==> config.mk <==
export PLATFORM = sky130hd
export DESIGN_NAME = mbe_queue
export DESIGN_NICKNAME = d
export VERILOG_FILES = /design/src/mbe_pkg.sv /design/src/mbe_queue.sv
export SDC_FILE = /design/constraint.sdc
export NUM_CORES = 1
export LEC_CHECK = 0
export ABC_CLOCK_PERIOD_IN_PS = 7750
export BUFFER_PORTS_ARGS = -buffer_cell sky130_fd_sc_hd__buf_2
export CAP_MARGIN = 20
export CORE_ASPECT_RATIO = 1.2
export CORE_MARGIN = 1.5
export CORE_UTILIZATION = 40
export DETAILED_ROUTE_END_ITERATION = 6
export HOLD_SLACK_MARGIN = 0.06
export PLACE_DENSITY_LB_ADDON = 0.25
export REMOVE_ABC_BUFFERS = 1
export SYNTH_ARGS = -nofsm -noshare
export SYNTH_HDL_FRONTEND = slang
export SYNTH_SLANG_ARGS = --single-unit
export TNS_END_PERCENT = 1
==> constraint.sdc <==
create_clock -name clk -period 7.75 [get_ports clk]
set_clock_uncertainty 0.1 [all_clocks]
set_input_delay 0.3875 -clock clk [delete_from_list [all_inputs] [get_ports clk]]
set_output_delay 0.3875 -clock clk [all_outputs]
set_load 0.01 [all_outputs]
==> src/mbe_pkg.sv <==
package mbe_pkg;

	// Field and register widths
	localparam int COORD_BITS = 10;
	localparam int FRAC_BITS  = 28;
	localparam int PIXEL_W    = 10;
	localparam int COUNT_W    = 16;
	localparam int STEP_W     = 29;
	localparam int ORIGIN_W   = 32;
	localparam int CFG_DATA_W = 32;
	localparam int CFG_IDX_W  = 2;

	// Coordinate product and point width
	localparam int PROD_W = COORD_BITS + STEP_W;
	localparam int C_W    = ((PROD_W > ORIGIN_W) ? PROD_W : ORIGIN_W) + 1;

	// Iteration datapath widths: magnitudes below 2.0, squares, cross term, z
	localparam int MAG_W = FRAC_BITS + 1;
	localparam int SQP_W = 2 * MAG_W;
	localparam int SQ_W  = SQP_W - FRAC_BITS;
	localparam int CR_W  = SQP_W - FRAC_BITS + 1;
	localparam int Z_W   = ((C_W > CR_W) ? C_W : CR_W) + 2;

	// Job queue between front and back
	localparam int QUEUE_DEPTH = 2;
	localparam int QPTR_W      = (QUEUE_DEPTH > 1) ? $clog2(QUEUE_DEPTH) : 1;
	localparam int QCNT_W      = $clog2(QUEUE_DEPTH + 1);

	// Configuration register indexes
	localparam logic [CFG_IDX_W-1:0] REG_ORIGIN_RE = 2'd0;
	localparam logic [CFG_IDX_W-1:0] REG_ORIGIN_IM = 2'd1;
	localparam logic [CFG_IDX_W-1:0] REG_STEP_SIZE = 2'd2;
	localparam logic [CFG_IDX_W-1:0] REG_ITER_LIM  = 2'd3;

	// Reset values of the configuration registers
	localparam logic signed [ORIGIN_W-1:0] ORIGIN_RE_RST = -32'sd671088640;
	localparam logic signed [ORIGIN_W-1:0] ORIGIN_IM_RST = -32'sd536870912;
	localparam logic [STEP_W-1:0]          STEP_RST      = 29'd1048576;
	localparam logic [COUNT_W-1:0]         ITER_LIM_RST  = 16'd100;

	// One pixel ready for iteration
	typedef struct packed {
		logic signed [C_W-1:0] c_re;
		logic signed [C_W-1:0] c_im;
		logic [COUNT_W-1:0]    count;
	} mbe_job_t;

	typedef enum logic [1:0] {
		B_IDLE,
		B_MUL,
		B_ADD,
		B_DONE
	} mbe_back_state_t;

endpackage

==> src/mbe_queue.sv <==
module mbe_queue (
	input  logic              clk,
	input  logic              arst_n,
	input  logic              push,
	input  mbe_pkg::mbe_job_t push_job,
	input  logic              pop,
	output mbe_pkg::mbe_job_t head_job,
	output logic              full,
	output logic              empty
);
	import mbe_pkg::*;

	mbe_job_t            entry_q [QUEUE_DEPTH];
	logic [QPTR_W-1:0]   wr_ptr_q;
	logic [QPTR_W-1:0]   rd_ptr_q;
	logic [QCNT_W-1:0]   fill_q;

	assign full     = (fill_q == QCNT_W'(QUEUE_DEPTH));
	assign empty    = (fill_q == '0);
	assign head_job = entry_q[rd_ptr_q];

	// Advance pointers and fill level
	always_ff @(posedge clk or negedge arst_n) begin
		if (!arst_n) begin
			wr_ptr_q <= '0;
			rd_ptr_q <= '0;
			fill_q   <= '0;
		end else begin
			if (push) begin
				wr_ptr_q <= (wr_ptr_q == QPTR_W'(QUEUE_DEPTH - 1)) ? '0 : wr_ptr_q + 1'b1;
			end
			if (pop) begin
				rd_ptr_q <= (rd_ptr_q == QPTR_W'(QUEUE_DEPTH - 1)) ? '0 : rd_ptr_q + 1'b1;
			end
			if (push && !pop) begin
				fill_q <= fill_q + 1'b1;
			end else if (pop && !push) begin
				fill_q <= fill_q - 1'b1;
			end
		end
	end

	always_ff @(posedge clk) begin
		if (push) begin
			entry_q[wr_ptr_q] <= push_job;
		end
	end

`ifndef ASSERT_OFF
	a_no_overflow: assert property (@(posedge clk) disable iff (!arst_n)
		push |-> (!full || pop))
		else $error("queue written while full");

	a_no_underflow: assert property (@(posedge clk) disable iff (!arst_n)
		pop |-> !empty)
		else $error("queue read while empty");
`endif

endmodule

==> After elaboration in Yosys (flattened, before gate mapping) <==
Memory sizes are Yosys's and may differ from the RTL's.
Cells that the tools add are included.
{ "op_classes": {"mux": 6, "add_sub_neg": 4, "n_eq_ne": 1, "reduce_logical": 6} }
{ "op_table": {"columns": ["cell", "count"], "rows": [
  ["1-bit 2-to-1 mux", 4],
  ["2-bit 2-to-1 mux", 2],
  ["1-bit adder (second input constant)", 2],
  ["2-bit by 1-bit adder with 2-bit output (second input constant)", 1],
  ["2-bit equality test (second input constant)", 1],
  ["1-bit logical AND", 2],
  ["1-bit zero test", 2],
  ["2-bit zero test", 1],
  ["2-bit nonzero test", 1],
  ["2-bit by 1-bit subtractor with 2-bit output (second input constant)", 1]
]} }
{ "word_totals": {"output_inout_bits": 98, "n_memories": 1, "input_bits": 100, "ramBits": 192, "ff_bits": 4} }
{ "mem_list": {"columns": ["name", "depth", "width", "read_ports", "rd_ports_with_merged_regs", "wr", "line", "rtl"], "rows": [
  ["entry_q", 2, 96, 1, 0, 1, "mbe_queue.sv:13", "mbe_job_t entry_q [QUEUE_DEPTH];"]
]} }

==> Longest topological paths before layout <==
{ "depth": {"ltp_word": 4, "mapped_depth": 5, "mapped_depth_nobuf": 5} }

==> Least setup slack after synthesis <==
OpenSTA, ideal clock, no wires.
{ "synth_path": {"path_type": "reg2reg", "start": "register wr_ptr_q", "end": "memory entry_q[0][0] (netlist bit), enable pin", "path_buffers": 0, "stages_incl_launch_ff": 2, "arrival_time_ns": 4.653, "required_ns": 7.087, "setup_slack_ns": 2.434, "setup_ns": 0.563, "synth_period_minus_slack_ns": 5.316, "path_cell_list": "dfrtp_1 -> nor2b_1"} }
{ "synth_rtl": {"columns": ["item", "line", "rtl"], "rows": [
  ["from (decl)", "mbe_queue.sv:14", "logic [QPTR_W-1:0] wr_ptr_q;"],
  ["from (signal assigned)", "mbe_queue.sv:30", "wr_ptr_q <= (wr_ptr_q == QPTR_W'(QUEUE_DEPTH - 1)) ? '0 : wr_ptr_q + 1'b1;"],
  ["to (decl)", "mbe_queue.sv:13", null]
]} }
Straight into the memory's write port.

==> results.json <==
{
  "synth_cell_type_count": 13,
  "run_status": "complete, but fails checks",
  "initial_util_pct": 41.0,
  "synth_xor_xnor_area_share_pct": 0.606,
  "design.die.area_um2": 18900,
  "max-cap-violations": 0,
  "grt_max_degree": 55,
  "place_congestion": 0.713,
  "post_route_cells_drive_above_1_share_pct": 51.7,
  "wl_um": 13700,
  "worstMarginPinSlew_ns": 0.768,
  "synth.mux.area_fraction_pct": 16.5,
  "buffer_ports.inserted": 197,
  "final.setup.tns_ns": 0,
  "post_drt_wl_per_cell_um": 16.0,
  "antenna_violating_nets_post_route": 0,
  "grt_pass1_vias": 4188,
  "worst_path_max_delay_cell": "dfrtp_4",
  "path_cells": "buf_4, mux2_2, buf_2",
  "synth_fa_ha_area_share_pct": 0.173,
  "p_sw_mw": 0.923,
  "routed_via_count": 3916,
  "crit_path_end": "head_job[18]",
  "synth.ff_latch_count": 196,
  "num-nets-final": 723,
  "clk_root_buffer_cell": "clkbuf_16",
  "yosys_warnings": 0,
  "yosys.area_share.simple_pct": 0.363,
  "hpwl_after_dpl_um": 8470,
  "leakage_nw": 3.90,
  "fp-row-count": 53,
  "worstRegToRegCells": 3,
  "dieHeight_um": 150,
  "p_int_mw": 2.39,
  "worst-r2r-setup-slack_ns": 5.48,
  "critical-path-max-stage-delay_ns": 0.92,
  "syn_to_final_growth_pct": 38.5,
  "numPlacedInstances": 725,
  "period_share_pct": 41.4,
  "grt_util_all_layers_pct": 14.8,
  "clock_power_share_pct": 26.3,
  "ctsHtreeMaxLevel": 4,
  "count_of_endpoints_failing_setup_in_the_final_report": 0,
  "worst-endpoint-arrival_ns": 2.72,
  "power_switching_share_pct": 27.8,
  "die_w_um": 126,
  "cp-start-kind": "register",
  "final_cells": 855,
  "layout_min_cycle_time_ns": 3.21,
  "firstDrtPassIters": 7,
  "synth_top_family_by_area": "multiplexers",
  "timing.critical_path.fanout_max": 51,
  "synthesized_area_fraction_occupied_by_ao_oa_aoi_and_oai_cells_pct": 0,
  "initialDrtViolationCount": 213,
  "core_region_area_um2": 17600,
  "worst_path_required_time_ns": 7.26,
  "power.combinational.fraction_pct": 28.0,
  "maxSlewViolCount": 0,
  "tritoncts": "yes",
  "worst-setup-path-type": "register to output port",
  "rsz0062_at_grt": "no",
  "n_antenna_cell": 0,
  "grt_remaining_overflow": 0,
  "max_freq_ghz": 0.311,
  "r2r_end": "entry_q[0][62]",
  "antenna_found_initial": 0,
  "crit-reg2reg-launch": "wr_ptr_q",
  "cts_made_buffers": 17,
  "critPathCaptureType": "output port",
  "final_core_utilization_pct": 56.8,
  "viasPerCell": 4.58,
  "crit_start": "rd_ptr_q",
  "irDropWorstVdd_mv": 0.198,
  "source_to_sink_clock_delay_at_the_later_pin_of_the_worst_skew_pair_ns": 0.42,
  "drcViolationCount": 8,
  "clock_slew_at_the_register_clock_pins_of_the_worst_setup_and_hold_paths_ns": 0.06,
  "postSynthCellCount": 315,
  "ioPinCount": 198,
  "synth_area_um2": 7230,
  "cts.path.max_buffers": 2,
  "clock_sinks": 196,
  "syn_area_per_cell_um2": 23.0,
  "powerDensity_nw_per_um2": 331,
  "max_slew_margin_pct": 48.8,
  "seq_power_share_pct": 45.7,
  "hold_path_class": "input port to register",
  "hold_violations": 0,
  "grt_first_pass_wirelength_um": 20900,
  "ys_seq_area_share_pct": 81.1,
  "failed_checks": "design-rule violations"
}
[power groups by stage]
stage / sequential, mW / combinational, mW / clock (mW)
after floorplan: 1.57 / 0.574 / 0
after global placement: 1.53 / 0.890 / 0
after detailed placement: 1.54 / 0.903 / 0
after CTS: 1.52 / 0.947 / 0.895
after global routing: 1.54 / 1.00 / 0.927
final: 1.52 / 0.929 / 0.872
[sequential cells by signal (all words and copies together), names as in the netlist]
| name | flops |
|---|---|
| entry_q | 192 |
| rd_ptr_q | 1 |
| wr_ptr_q | 1 |
| fill_q | 2 |
[layout make-up]
| cell class | count | area [um2] |
|---|---|---|
| flip-flops and latches | 196 | 5870 |
| fillers | 1407 | 7620 |
| clock inverters | 14 | 156 |
| inverters | 1 | 3.75 |
| repair buffers | 299 | 2000 |
| clock buffers | 18 | 429 |
| well taps | 220 | 275 |
| multi-input cells | 107 | 1290 |
[how the worst min path moves through the flow]
stage,from,cells past startpoint,slack (ns),to
4_1_cts,push,2,0.09,wr_ptr_q
6_report,push,2,0.11,wr_ptr_q
2_1_floorplan,arst_n,0,-0.008,fill_q[0]
5_1_grt,push,2,0.1,wr_ptr_q
3_3_place_gp,arst_n,1,0.11,fill_q[1]
3_5_place_dp,arst_n,1,0.11,fill_q[0]
[worst max-delay path, delay by kind of cell (launching register included)]
kind                   cells  cell delay [ns]
multiplexers               1             0.42
buffers and inverters      2             0.86
flip-flops                 1             0.92
[cells in the final DEF, fill, tap and decap left out, types with 2 or more instances in the layout]
| cell | synthesis | routed |
|---|---|---|
| buf_2 | 6 | 197 |
| edfxtp_1 | 192 | 192 |
| dlygate4sd3_1 | 0 | 98 |
| mux2_2 | 66 | 66 |
| mux2_4 | 30 | 30 |
| clkbuf_16 | 0 | 17 |
| xor2_1 | 4 | 4 |
| clkinv_2 | 0 | 4 |
| buf_4 | 0 | 4 |
| clkinv_1 | 0 | 3 |
| inv_6 | 0 | 3 |
| bufinv_16 | 0 | 3 |
| dfrtp_1 | 4 | 3 |
| nor2_1 | 2 | 2 |
[timing repair]
item | 4_1_cts | 5_1_grt
resized for setup | 0 | 0
setup buffers | 0 | 0
setup endpoints to repair | 0 | 0
hold buffers | 98 | 0
endpoints found under the hold margin | 197 | 0
[per-stage QoR]
step | power (mW) | setup slack [ns] | hold slack (ns) | cell area, um2
6_report | 3.32 | 4.54 | 0.114 | 10000
5_1_grt | 3.47 | 4.39 | 0.0990 | 10000
4_1_cts | 3.36 | 4.51 | 0.0913 | 10000
3_5_place_dp | 2.45 | 4.98 | 0.109 | 8450
3_3_place_gp | 2.42 | 5.06 | 0.108 | 8450
2_1_floorplan | 2.14 | 2.43 | -0.00809 | 7150
[synth_stat cells, drive strengths merged]
master	n	area share (%)
edfxtp	192	80
mux2	96	17
buf	11	1.2
dfrtp	4	1.4
xor2	4	0.48
nor2	2	0.10
nor2b	2	0.17
and2	1	0.087
ha	1	0.17
inv	1	0.052
xnor2	1	0.12
[kinds of logic after synthesis]
kind of cell | after synthesis
XOR/XNOR | 5
multiplexers | 96
AND/OR/NAND/NOR | 5
adder cells (fa/ha/maj) | 1
flip-flops | 196
buffers and inverters | 12
[routing by layer]
metal | wire length [um] | GRT usage (%)
met1 | 5530 | 17.1
met2 | 7320 | 26.0
met3 | 558 | 3.52
met4 | 296 | 7.18
met5 | 0 | 0
Note: power is estimated with default switching activity, not from simulation.
