==> src/mbe_pkg.sv <==
package mbe_pkg;

	// Field and register widths
	localparam int COORD_BITS = 10;
	localparam int FRAC_BITS  = 28;
	localparam int PIXEL_W    = 10;
	localparam int COUNT_W    = 16;
	localparam int STEP_W     = 29;
	localparam int ORIGIN_W   = 32;
	localparam int CFG_DATA_W = 32;
	localparam int CFG_IDX_W  = 2;

	// Coordinate product and point width
	localparam int PROD_W = COORD_BITS + STEP_W;
	localparam int C_W    = ((PROD_W > ORIGIN_W) ? PROD_W : ORIGIN_W) + 1;

	// Iteration datapath widths: magnitudes below 2.0, squares, cross term, z
	localparam int MAG_W = FRAC_BITS + 1;
	localparam int SQP_W = 2 * MAG_W;
	localparam int SQ_W  = SQP_W - FRAC_BITS;
	localparam int CR_W  = SQP_W - FRAC_BITS + 1;
	localparam int Z_W   = ((C_W > CR_W) ? C_W : CR_W) + 2;

	// Job queue between front and back
	localparam int QUEUE_DEPTH = 2;
	localparam int QPTR_W      = (QUEUE_DEPTH > 1) ? $clog2(QUEUE_DEPTH) : 1;
	localparam int QCNT_W      = $clog2(QUEUE_DEPTH + 1);

	// Configuration register indexes
	localparam logic [CFG_IDX_W-1:0] REG_ORIGIN_RE = 2'd0;
	localparam logic [CFG_IDX_W-1:0] REG_ORIGIN_IM = 2'd1;
	localparam logic [CFG_IDX_W-1:0] REG_STEP_SIZE = 2'd2;
	localparam logic [CFG_IDX_W-1:0] REG_ITER_LIM  = 2'd3;

	// Reset values of the configuration registers
	localparam logic signed [ORIGIN_W-1:0] ORIGIN_RE_RST = -32'sd671088640;
	localparam logic signed [ORIGIN_W-1:0] ORIGIN_IM_RST = -32'sd536870912;
	localparam logic [STEP_W-1:0]          STEP_RST      = 29'd1048576;
	localparam logic [COUNT_W-1:0]         ITER_LIM_RST  = 16'd100;

	// One pixel ready for iteration
	typedef struct packed {
		logic signed [C_W-1:0] c_re;
		logic signed [C_W-1:0] c_im;
		logic [COUNT_W-1:0]    count;
	} mbe_job_t;

	typedef enum logic [1:0] {
		B_IDLE,
		B_MUL,
		B_ADD,
		B_DONE
	} mbe_back_state_t;

endpackage

==> src/mbe_front.sv <==
module mbe_front (
	input  logic                                  clk,
	input  logic                                  arst_n,
	input  logic                                  in_valid,
	output logic                                  in_stall,
	input  logic [mbe_pkg::PIXEL_W-1:0]           pixel_col,
	input  logic [mbe_pkg::PIXEL_W-1:0]           pixel_row,
	input  logic [mbe_pkg::COUNT_W-1:0]           start_count,
	input  logic signed [mbe_pkg::ORIGIN_W-1:0]   origin_re,
	input  logic signed [mbe_pkg::ORIGIN_W-1:0]   origin_im,
	input  logic [mbe_pkg::STEP_W-1:0]            step_size,
	input  logic                                  q_full,
	output logic                                  q_push,
	output mbe_pkg::mbe_job_t                     q_job
);
	import mbe_pkg::*;

	logic                  valid_s1;
	logic [PROD_W-1:0]     prod_re_s1;
	logic [PROD_W-1:0]     prod_im_s1;
	logic [COUNT_W-1:0]    count_s1;
	logic                  accept;

	// Hold the request while the staged one cannot enter the queue
	assign in_stall = valid_s1 && q_full;
	assign accept   = in_valid && !in_stall;
	assign q_push   = valid_s1 && !q_full;

	always_ff @(posedge clk or negedge arst_n) begin
		if (!arst_n) begin
			valid_s1 <= 1'b0;
		end else if (accept) begin
			valid_s1 <= 1'b1;
		end else if (q_push) begin
			valid_s1 <= 1'b0;
		end
	end

	// Scale the masked pixel coordinates by the step
	always_ff @(posedge clk) begin
		if (accept) begin
			prod_re_s1 <= PROD_W'(pixel_col[COORD_BITS-1:0]) * PROD_W'(step_size);
			prod_im_s1 <= PROD_W'(pixel_row[COORD_BITS-1:0]) * PROD_W'(step_size);
			count_s1   <= start_count;
		end
	end

	// Offset by the origin to form c
	always_comb begin
		q_job.c_re  = C_W'(origin_re) + signed'(C_W'(prod_re_s1));
		q_job.c_im  = C_W'(origin_im) + signed'(C_W'(prod_im_s1));
		q_job.count = count_s1;
	end

endmodule

==> config.mk <==
export PLATFORM = sky130hd
export DESIGN_NAME = mbe_front
export DESIGN_NICKNAME = d
export VERILOG_FILES = /design/src/mbe_pkg.sv /design/src/mbe_front.sv
export SDC_FILE = /design/constraint.sdc
export NUM_CORES = 1
export LEC_CHECK = 0
export CAP_MARGIN = 20
export CELL_PAD_IN_SITES_DETAIL_PLACEMENT = 0
export CELL_PAD_IN_SITES_GLOBAL_PLACEMENT = 1
export CORE_AREA = 5 5 173 300
export CTS_CLUSTER_DIAMETER = 120
export CTS_CLUSTER_SIZE = 25
export DETAILED_ROUTE_END_ITERATION = 16
export DIE_AREA = 0 0 178 305
export DONT_BUFFER_PORTS = 1
export PLACE_DENSITY_LB_ADDON = 0.1
export SETUP_SLACK_MARGIN = 0.1
export SYNTH_ARGS = -nofsm -noshare
export SYNTH_HDL_FRONTEND = slang
export SYNTH_SLANG_ARGS = --single-unit
==> constraint.sdc <==
create_clock -name clk -period 8.2 [get_ports clk]
set_input_delay 0.41 -clock clk [delete_from_list [all_inputs] [get_ports clk]]
set_output_delay 0.41 -clock clk [all_outputs]
set_load 0.03 [all_outputs]
==> After elaboration in Yosys (flattened, before gate mapping) <==
Cells that the tools add are included.
{ "totals": {"register_bits": 95, "output_inout_bits": 98, "wordCells": 16, "input_bits": 133} }
{ "op_classes": {"addsub": 2, "muxes": 2, "multipliers": 2, "n_reduce_logical": 6} }
{ "op_table": {"columns": ["operator", "n"], "rows": [
  ["32-bit by 40-bit adder with 40-bit output", 2],
  ["10-bit by 29-bit multiplier with 39-bit output", 2],
  ["1-bit logical AND", 3],
  ["1-bit logical NOT", 2],
  ["1-bit two-way mux", 2],
  ["2-bit nonzero test", 1]
]} }

==> Logic depth before layout (Yosys ltp) <==
Gate-level depths: netlist (run 1).
{ "depth": {"word_depth": 4, "depth_mapped": 25} }

==> Worst setup path before layout (run 1) <==
No wires, ideal clock.
{ "synth_timing": {"kind": "in2reg", "from": "input port pixel_col[1] in the netlist's numbering", "to": "register prod_re_s1[38] (data pin)", "arrival_ns": 5.642, "required_ns": 7.938, "n_path_buf": 3, "setup_time_ns": 0.262, "slack_ns": 2.296, "stages": 23, "cell_sequence": "clkbuf_1 -> clkbuf_1 -> nand2_1 -> fa_1 -> inv_1 -> fa_1 -> fa_1 -> fa_1 -> inv_1 -> fa_1 -> inv_1 -> ha_1 -> clkbuf_1 -> nand4_1 -> o221a_2 -> o221ai_1 -> a311oi_2 -> o21ai_1 -> nand2_1 -> o21ai_1 -> a21o_1 -> a21oi_1 -> xor2_1"} }
{ "synth_via": {"elab_chain_cells": 1} }
{ "synth_lines": {"columns": ["item", "line", "source"], "rows": [
  ["start, declared", "mbe_front.sv:6", "input logic [mbe_pkg::PIXEL_W-1:0] pixel_col,"],
  ["10-bit by 29-bit multiplier with 39-bit output", "mbe_front.sv:42", "prod_re_s1 <= PROD_W'(pixel_col[COORD_BITS-1:0]) * PROD_W'(step_size);"],
  ["end signal, assigned", "mbe_front.sv:42", null],
  ["end, declared", "mbe_front.sv:19", "logic [PROD_W-1:0] prod_re_s1;"]
]} }
No other way between the ends.
A chain may end at the register's enable or synchronous reset.

==> Worst setup path after layout (run 1) <==
Same ends and word-level chain as after synthesis.

==> results of run 1 <==
[placed cells by master, fill, tap and decap left out, types with 4 or more instances in the layout]
cell type    n
a211o_1      4
a211oi_1     7
a21o_1      98
a21oi_1    132
a21oi_2      4
a31oi_1     16
and2_1     314
and3_1      16
buf_4        4
clkbuf_16    9
edfxtp_1    94
fa_1       430
ha_1       226
inv_1      417
nand2_1    339
nand2b_1    15
nand3_1     29
nand4_1     23
nor2_1      52
nor2b_1     18
nor3_1      11
o211ai_1    10
o21a_1      13
o21ai_0     52
o21ai_1     16
o21bai_1    22
or2_2        4
or3_1        7
xnor2_1     96
xor2_1      48
[through the flow]
stage | instances | util | instance area [um^2] | setup WS (ps)
5_1_grt | 3265 | 0.516 | 25500 | 2350
3_3_place_gp | 3248 | 0.510 | 25200 | 2330
4_1_cts | 3265 | 0.516 | 25500 | 2700
3_5_place_dp | 3248 | 0.510 | 25200 | 2310
6_report | 3265 | 0.516 | 25500 | 2670
2_1_floorplan | 2724 | - | 24800 | 2300
[worst paths after layout]
path,startpoint,endpoint
max,pixel_col[1],prod_re_s1[38]$_DFFE_PP_
min,start_count[14],count_s1[14]$_DFFE_PP_
max reg2reg,valid_s1$_DFFE_PN0P_,prod_re_s1[37]$_DFFE_PP_
min reg2reg,valid_s1$_DFFE_PN0P_,valid_s1$_DFFE_PN0P_
max in group asynchronous,arst_n,valid_s1$_DFFE_PN0P_
min in group asynchronous,arst_n,valid_s1$_DFFE_PN0P_
[worst max-delay path, cell delays in order]
cell and delay, ps:
nand2_1 60, fa_1 540, inv_1 60, fa_1 520
inv_1 60, fa_1 540, inv_1 50, fa_1 470
inv_1 50, fa_1 470, inv_1 40, ha_1 390
nand3_1 130, o31ai_1 600, a311oi_2 240, o21ai_1 310
nand2_1 140, o21ai_1 220, a21o_1 140, a21oi_1 70
xor2_1 140
[kinds of logic (layout without fill, tap and decap cells)]
| group | Yosys count | after routing | share of synthesized area |
|---|---|---|---|
| buffers and inverters | 557 | 438 | 0.0843 |
| AND/OR/NAND/NOR | 840 | 840 | 0.172 |
| AO/OA/AOI/OAI | 432 | 432 | 0.118 |
| XOR/XNOR | 144 | 144 | 0.0508 |
| flip-flops | 95 | 95 | 0.115 |
| adder cells (fa/ha/maj) | 656 | 656 | 0.461 |
[sequential cells by signal (all words and copies together), names as in the netlist]
signal / flops
prod_re_s1: 39
count_s1: 16
valid_s1: 1
prod_im_s1: 39
[final cells by class]
| cell class | instances | share of cell area |
|---|---|---|
| inverters | 417 | 0.0615 |
| repair buffers | 5 | 0.00157 |
| well taps | 660 | 0.0324 |
| multi-input cells | 2072 | 0.781 |
| flip-flops and latches | 95 | 0.112 |
| clock buffers | 9 | 0.00884 |
| clock inverters | 7 | 0.00255 |
[metal layers]
| layer | vias up | routed length (um) | GRT usage |
|---|---|---|---|
| li1 | 8422 | - | - |
| met1 | 9341 | 21100 | 0.238 |
| met2 | 389 | 34100 | 0.445 |
| met3 | 90 | 3120 | 0.0383 |
| met4 | 0 | 1620 | 0.0686 |
| met5 | - | 0 | 0 |
[power breakdown]
group	total (uW)	switching [uW]	internal [uW]
Sequential	1210	76.9	1130
Clock	443	229	213
Combinational	10000	6050	3980
==> impl_metrics.yaml, run 1 <==
timing:
  whs_ps: 117
  rsz0062_at_grt: "no"
  finalHoldViolCount: 0
  relSlewSlack: 0.465
  tightest_slew_ps: 797
  fin_skew_ps: 12.0
  fin_tns_setup_ps: 0
  post-route-period-util: 0.674
  setup_viol: 0
  max_freq_mhz: 181
  slew_viol_final: 0
  fin_crit_ps: 5530
place:
  portBuffers: 0
  dp_hpwl_mm: 48.4
  place_congestion: 0.857
hold_path:
  whs_path_depth: 0
  hp-class: "input port to flop"
final_layout:
  syn_to_final_growth_pct: 2.56
  multi_input_area_mm2: 0.0199
  n_fill_cell: 4741
  drive_above_1_share: 0.0219
  antenna_cells: 0
  seqCellArea_mm2: 0.00285
  finalNetCount: 3389
die:
  core-area_mm2: 0.0493
  die_w_um: 178
  die_area_mm2: 0.0543
  rows: 108
  pin_count: 231
  die_h_um: 305
  start_util: 0.503
route:
  drc: 0
  wire_per_inst_um: 18.4
  drt-vias-per-instance: 5.59
  num_vias: 18242
  first_iter_violations: 775
  detail-route-antenna-nets: 0
  totalWireLength_mm: 59.9
  dr.pass1.iters: 5
logic_synthesis:
  synth_top_area_share: 0.347
  syn_area_mm2: 0.0248
  synth_enable_flop_cells: 94
  yosys_warnings: 0
  yosys.cell_count.top_type: "fa_1"
  ys_top_cells_by_count: "fa_1, inv_1, nand2_1, and2_1, ha_1"
  synth_top_cell_by_area: "fa_1"
  synth_cell_type_count: 74
  ys_seq_area_frac: 0.115
  ys_seq_elements: 95
  ys.flop_type: "edfxtp_1"
  synthCells: 2724
  syn_avg_cell_area_um2: 9.12
  ys_async_sr_fraction: 0.0105
  synth_nets: 3513
  netlist_top_cells_area: "fa_1, ha_1, edfxtp_1"
cts:
  ctsHtreeMaxLevel: 3
  hold_buffers: 1
  cts_buffers: 9
  cts_tree: "yes"
  postCtsSetupBuffers: 0
  cts_resized: 0
  clock-sinks: 95
  clkTransAtPathRegs_ps: 80
  cts-root-buf: "clkbuf_16"
  insertion_delay_ps: 380
  cts_buffer_depth: 2
critical_path:
  cp-end-kind: "flop"
  arrival_ps: 5670
  critical_path_peak_fanout: 29
  start_kind: "input port"
  worst-setup-path-type: "input port to flop"
  reg2reg_depth: 4
  cp.required_ps: 8340
  rrSetupSlack_ps: 5860
global_routing:
  grt_pass1_vias: 20169
  antenna_found_initial: 1
  gr-total-overflow: 0
  track_usage: 0.226
  grt_max_degree: 50
  grt_pass1_wl_mm: 98.9
power_and_ir_drop:
  power_uw: 11700
  p_leak_uw: 0.0125
  peakVddDrop_mv: 0.252
  powerDensity_mw_per_mm2: 458
flow_run:
  drv_cap: 0
status:
  status: "finished, final reports clean"
(Power assumes the default switching activity.)
==> run 2: changes to the inputs <==
Settings changed: CORE_AREA 5 5 173 300 to 5 5 180 313, DIE_AREA 0 0 178 305 to 0 0 185 318.
Clock period 8.2 ns to 4.5 ns, I/O delays scaled along.
==> run 2 against run 1 <==
Against the previous run:
- final cell count rose by 7.9%
- design area increased by 11%
- the flow now finishes with violations (setup timing)
- global-route usage fell by 0.50 points
- non-clock buffer count up 228
==> impl_metrics.yaml, run 2 (synthesized netlist as in run 1, its figures left out) <==
die:
  start_util: 0.462
  rows: 113
  die_h_um: 318
  pin_count: 231
  die_w_um: 185
  core-area_mm2: 0.0537
  die_area_mm2: 0.0588
final_layout:
  syn_to_final_growth_pct: 14.0
  postLayoutCoreUtil: 0.527
  drive_above_1_share: 0.146
  antenna_cells: 0
  finalInstanceArea_mm2: 0.0283
  layout_common_cells: "fa_1, inv_1, nand2_1"
  finalNetCount: 3617
  layout_commonest_cell: "fa_1"
  reg_top3: "prod_im_s1: 39 flops, prod_re_s1: 39 flops, count_s1: 16 flops"
critical_path:
  cp_slowest_cell: "fa_1"
  r2r_start: "valid_s1$_DFFE_PN0P_"
  path_cells: "nand2_2 > fa_1 > inv_1 > fa_1 > inv_2 > fa_1 > inv_2 > fa_1 > inv_2 > fa_1 > inv_2 > ha_4 > a21oi_2 > a21o_1 > o2111ai_4 > a2111oi_4 > buf_4 > nor3b_2 > nor3_2 > o21ai_1 > a21oi_2 > o21ai_2 > xor2_1"
  cp_common_cell: "fa_1"
  cp-end-kind: "flop"
  crit_path_start: "pixel_col[3]"
  critical_path_peak_fanout: 29
  arrival_ps: 5070
  cp.required_ps: 4640
  max_stage_delay_ps: 520
  worst-setup-path-type: "input port to flop"
  start_kind: "input port"
route:
  dr.pass1.iters: 5
  drc: 0
  num_vias: 19257
  totalWireLength_mm: 63.4
  drt-vias-per-instance: 5.47
  wire_per_inst_um: 18.0
  detail-route-antenna-nets: 0
  first_iter_violations: 818
global_routing:
  antenna_found_initial: 1
  grt_max_degree: 55
  grt_pass1_wl_mm: 105
  grt_pass1_vias: 21480
  gr-total-overflow: 0
  track_usage: 0.221
status:
  status: "finished, violations left"
  violations: "setup timing"
timing:
  relSlewSlack: 0.443
  finalHoldViolCount: 0
  fin_skew_ps: 7.50
  setup_viol: 36
  fin_ws_ps: -435
  slew_viol_final: 0
  whs_ps: 32.2
  max_freq_mhz: 203
  post-route-period-util: 1.10
  tightest_slew_ps: 829
  fin_crit_ps: 4940
  rsz0062_at_grt: "yes"
cts:
  clkTransAtPathRegs_ps: 80
  cts_tree: "yes"
  insertion_delay_ps: 390
  cts-root-buf: "clkbuf_16"
  ctsHtreeMaxLevel: 3
  cts_buffers: 9
  clock-sinks: 95
  cts_buffer_depth: 2
place:
  portBuffers: 0
  dp_hpwl_mm: 51.1
  place_area_mm2: 0.0271
  place_congestion: 0.867
  pre_cts_slack_ps: -1020
flow_run:
  drv_cap: 0
hold_path:
  hp-class: "input port to async pin"
-- run 2: cell count changes in the layout (fill, tap and decap cells not counted), sizes merged --
cell and change:
buf +211, inv +2, dlygate4sd3 +17, clkinv -1, clkinvlp -1
-- run 2: worst paths after layout --
kind                                            end  slack (ps)  depth (start not counted)
setup / recovery           prod_re_s1[25]$_DFFE_PP_        -440                         23
hold / removal                 valid_s1$_DFFE_PN0P_          30                          1
setup reg to reg           prod_im_s1[37]$_DFFE_PP_        2170                          4
hold reg to reg                valid_s1$_DFFE_PN0P_         950                          2
max in group asynchronous      valid_s1$_DFFE_PN0P_        4370                          1
min in group clk            prod_im_s1[0]$_DFFE_PP_          30                          1
-- run 2: area by class of cell --
cell class	instances	area (um^2)
Timing Repair Buffer	233	1870
Clock inverter	7	81.3
Fill cell	5028	25400
Clock buffer	9	225
Inverter	417	1570
Tap cell	690	863
Sequential cell	95	2850
Multi-Input combinational cell	2072	20900
-- run 2: critical path, delay by kind of cell --
kind | cells | cell delay (ps)
adders and majority gates | 6 | 2740
AOI/OAI and AO/OA | 7 | 1240
buffers and inverters | 6 | 400
xor gates and xnor gates | 1 | 140
and+or+nand+nor | 3 | 290
-- run 2: routing by layer --
layer | up-vias | share of wire | track usage
met1 | 9809 | 0.35 | 0.236
met2 | 450 | 0.57 | 0.429
li1 | 8884 | - | -
met5 | - | 0 | 0
met4 | 0 | 0.033 | 0.0741
met3 | 114 | 0.049 | 0.0358
-- run 2: what timing repair did --
action	in CTS	in global routing
buffers inserted	14	17
hold buffers	18	0
endpoints found under the setup margin	40	45
hold endpoints to repair	18	0
resized for setup	73	50
pin swaps	73	57
-- run 2: metrics by stage --
stage	setup TNS [ps]	cells
floorplan	-19920	2724
global placement	-26990	3464
detailed placement	-28340	3464
CTS	-6820	3512
global route	-14780	3523
finish	-7730	3523
Power of run 2 is left out: the tool's default activity adds up to more than one toggle a clock period on the data nets, which glitch-free logic cannot reach.
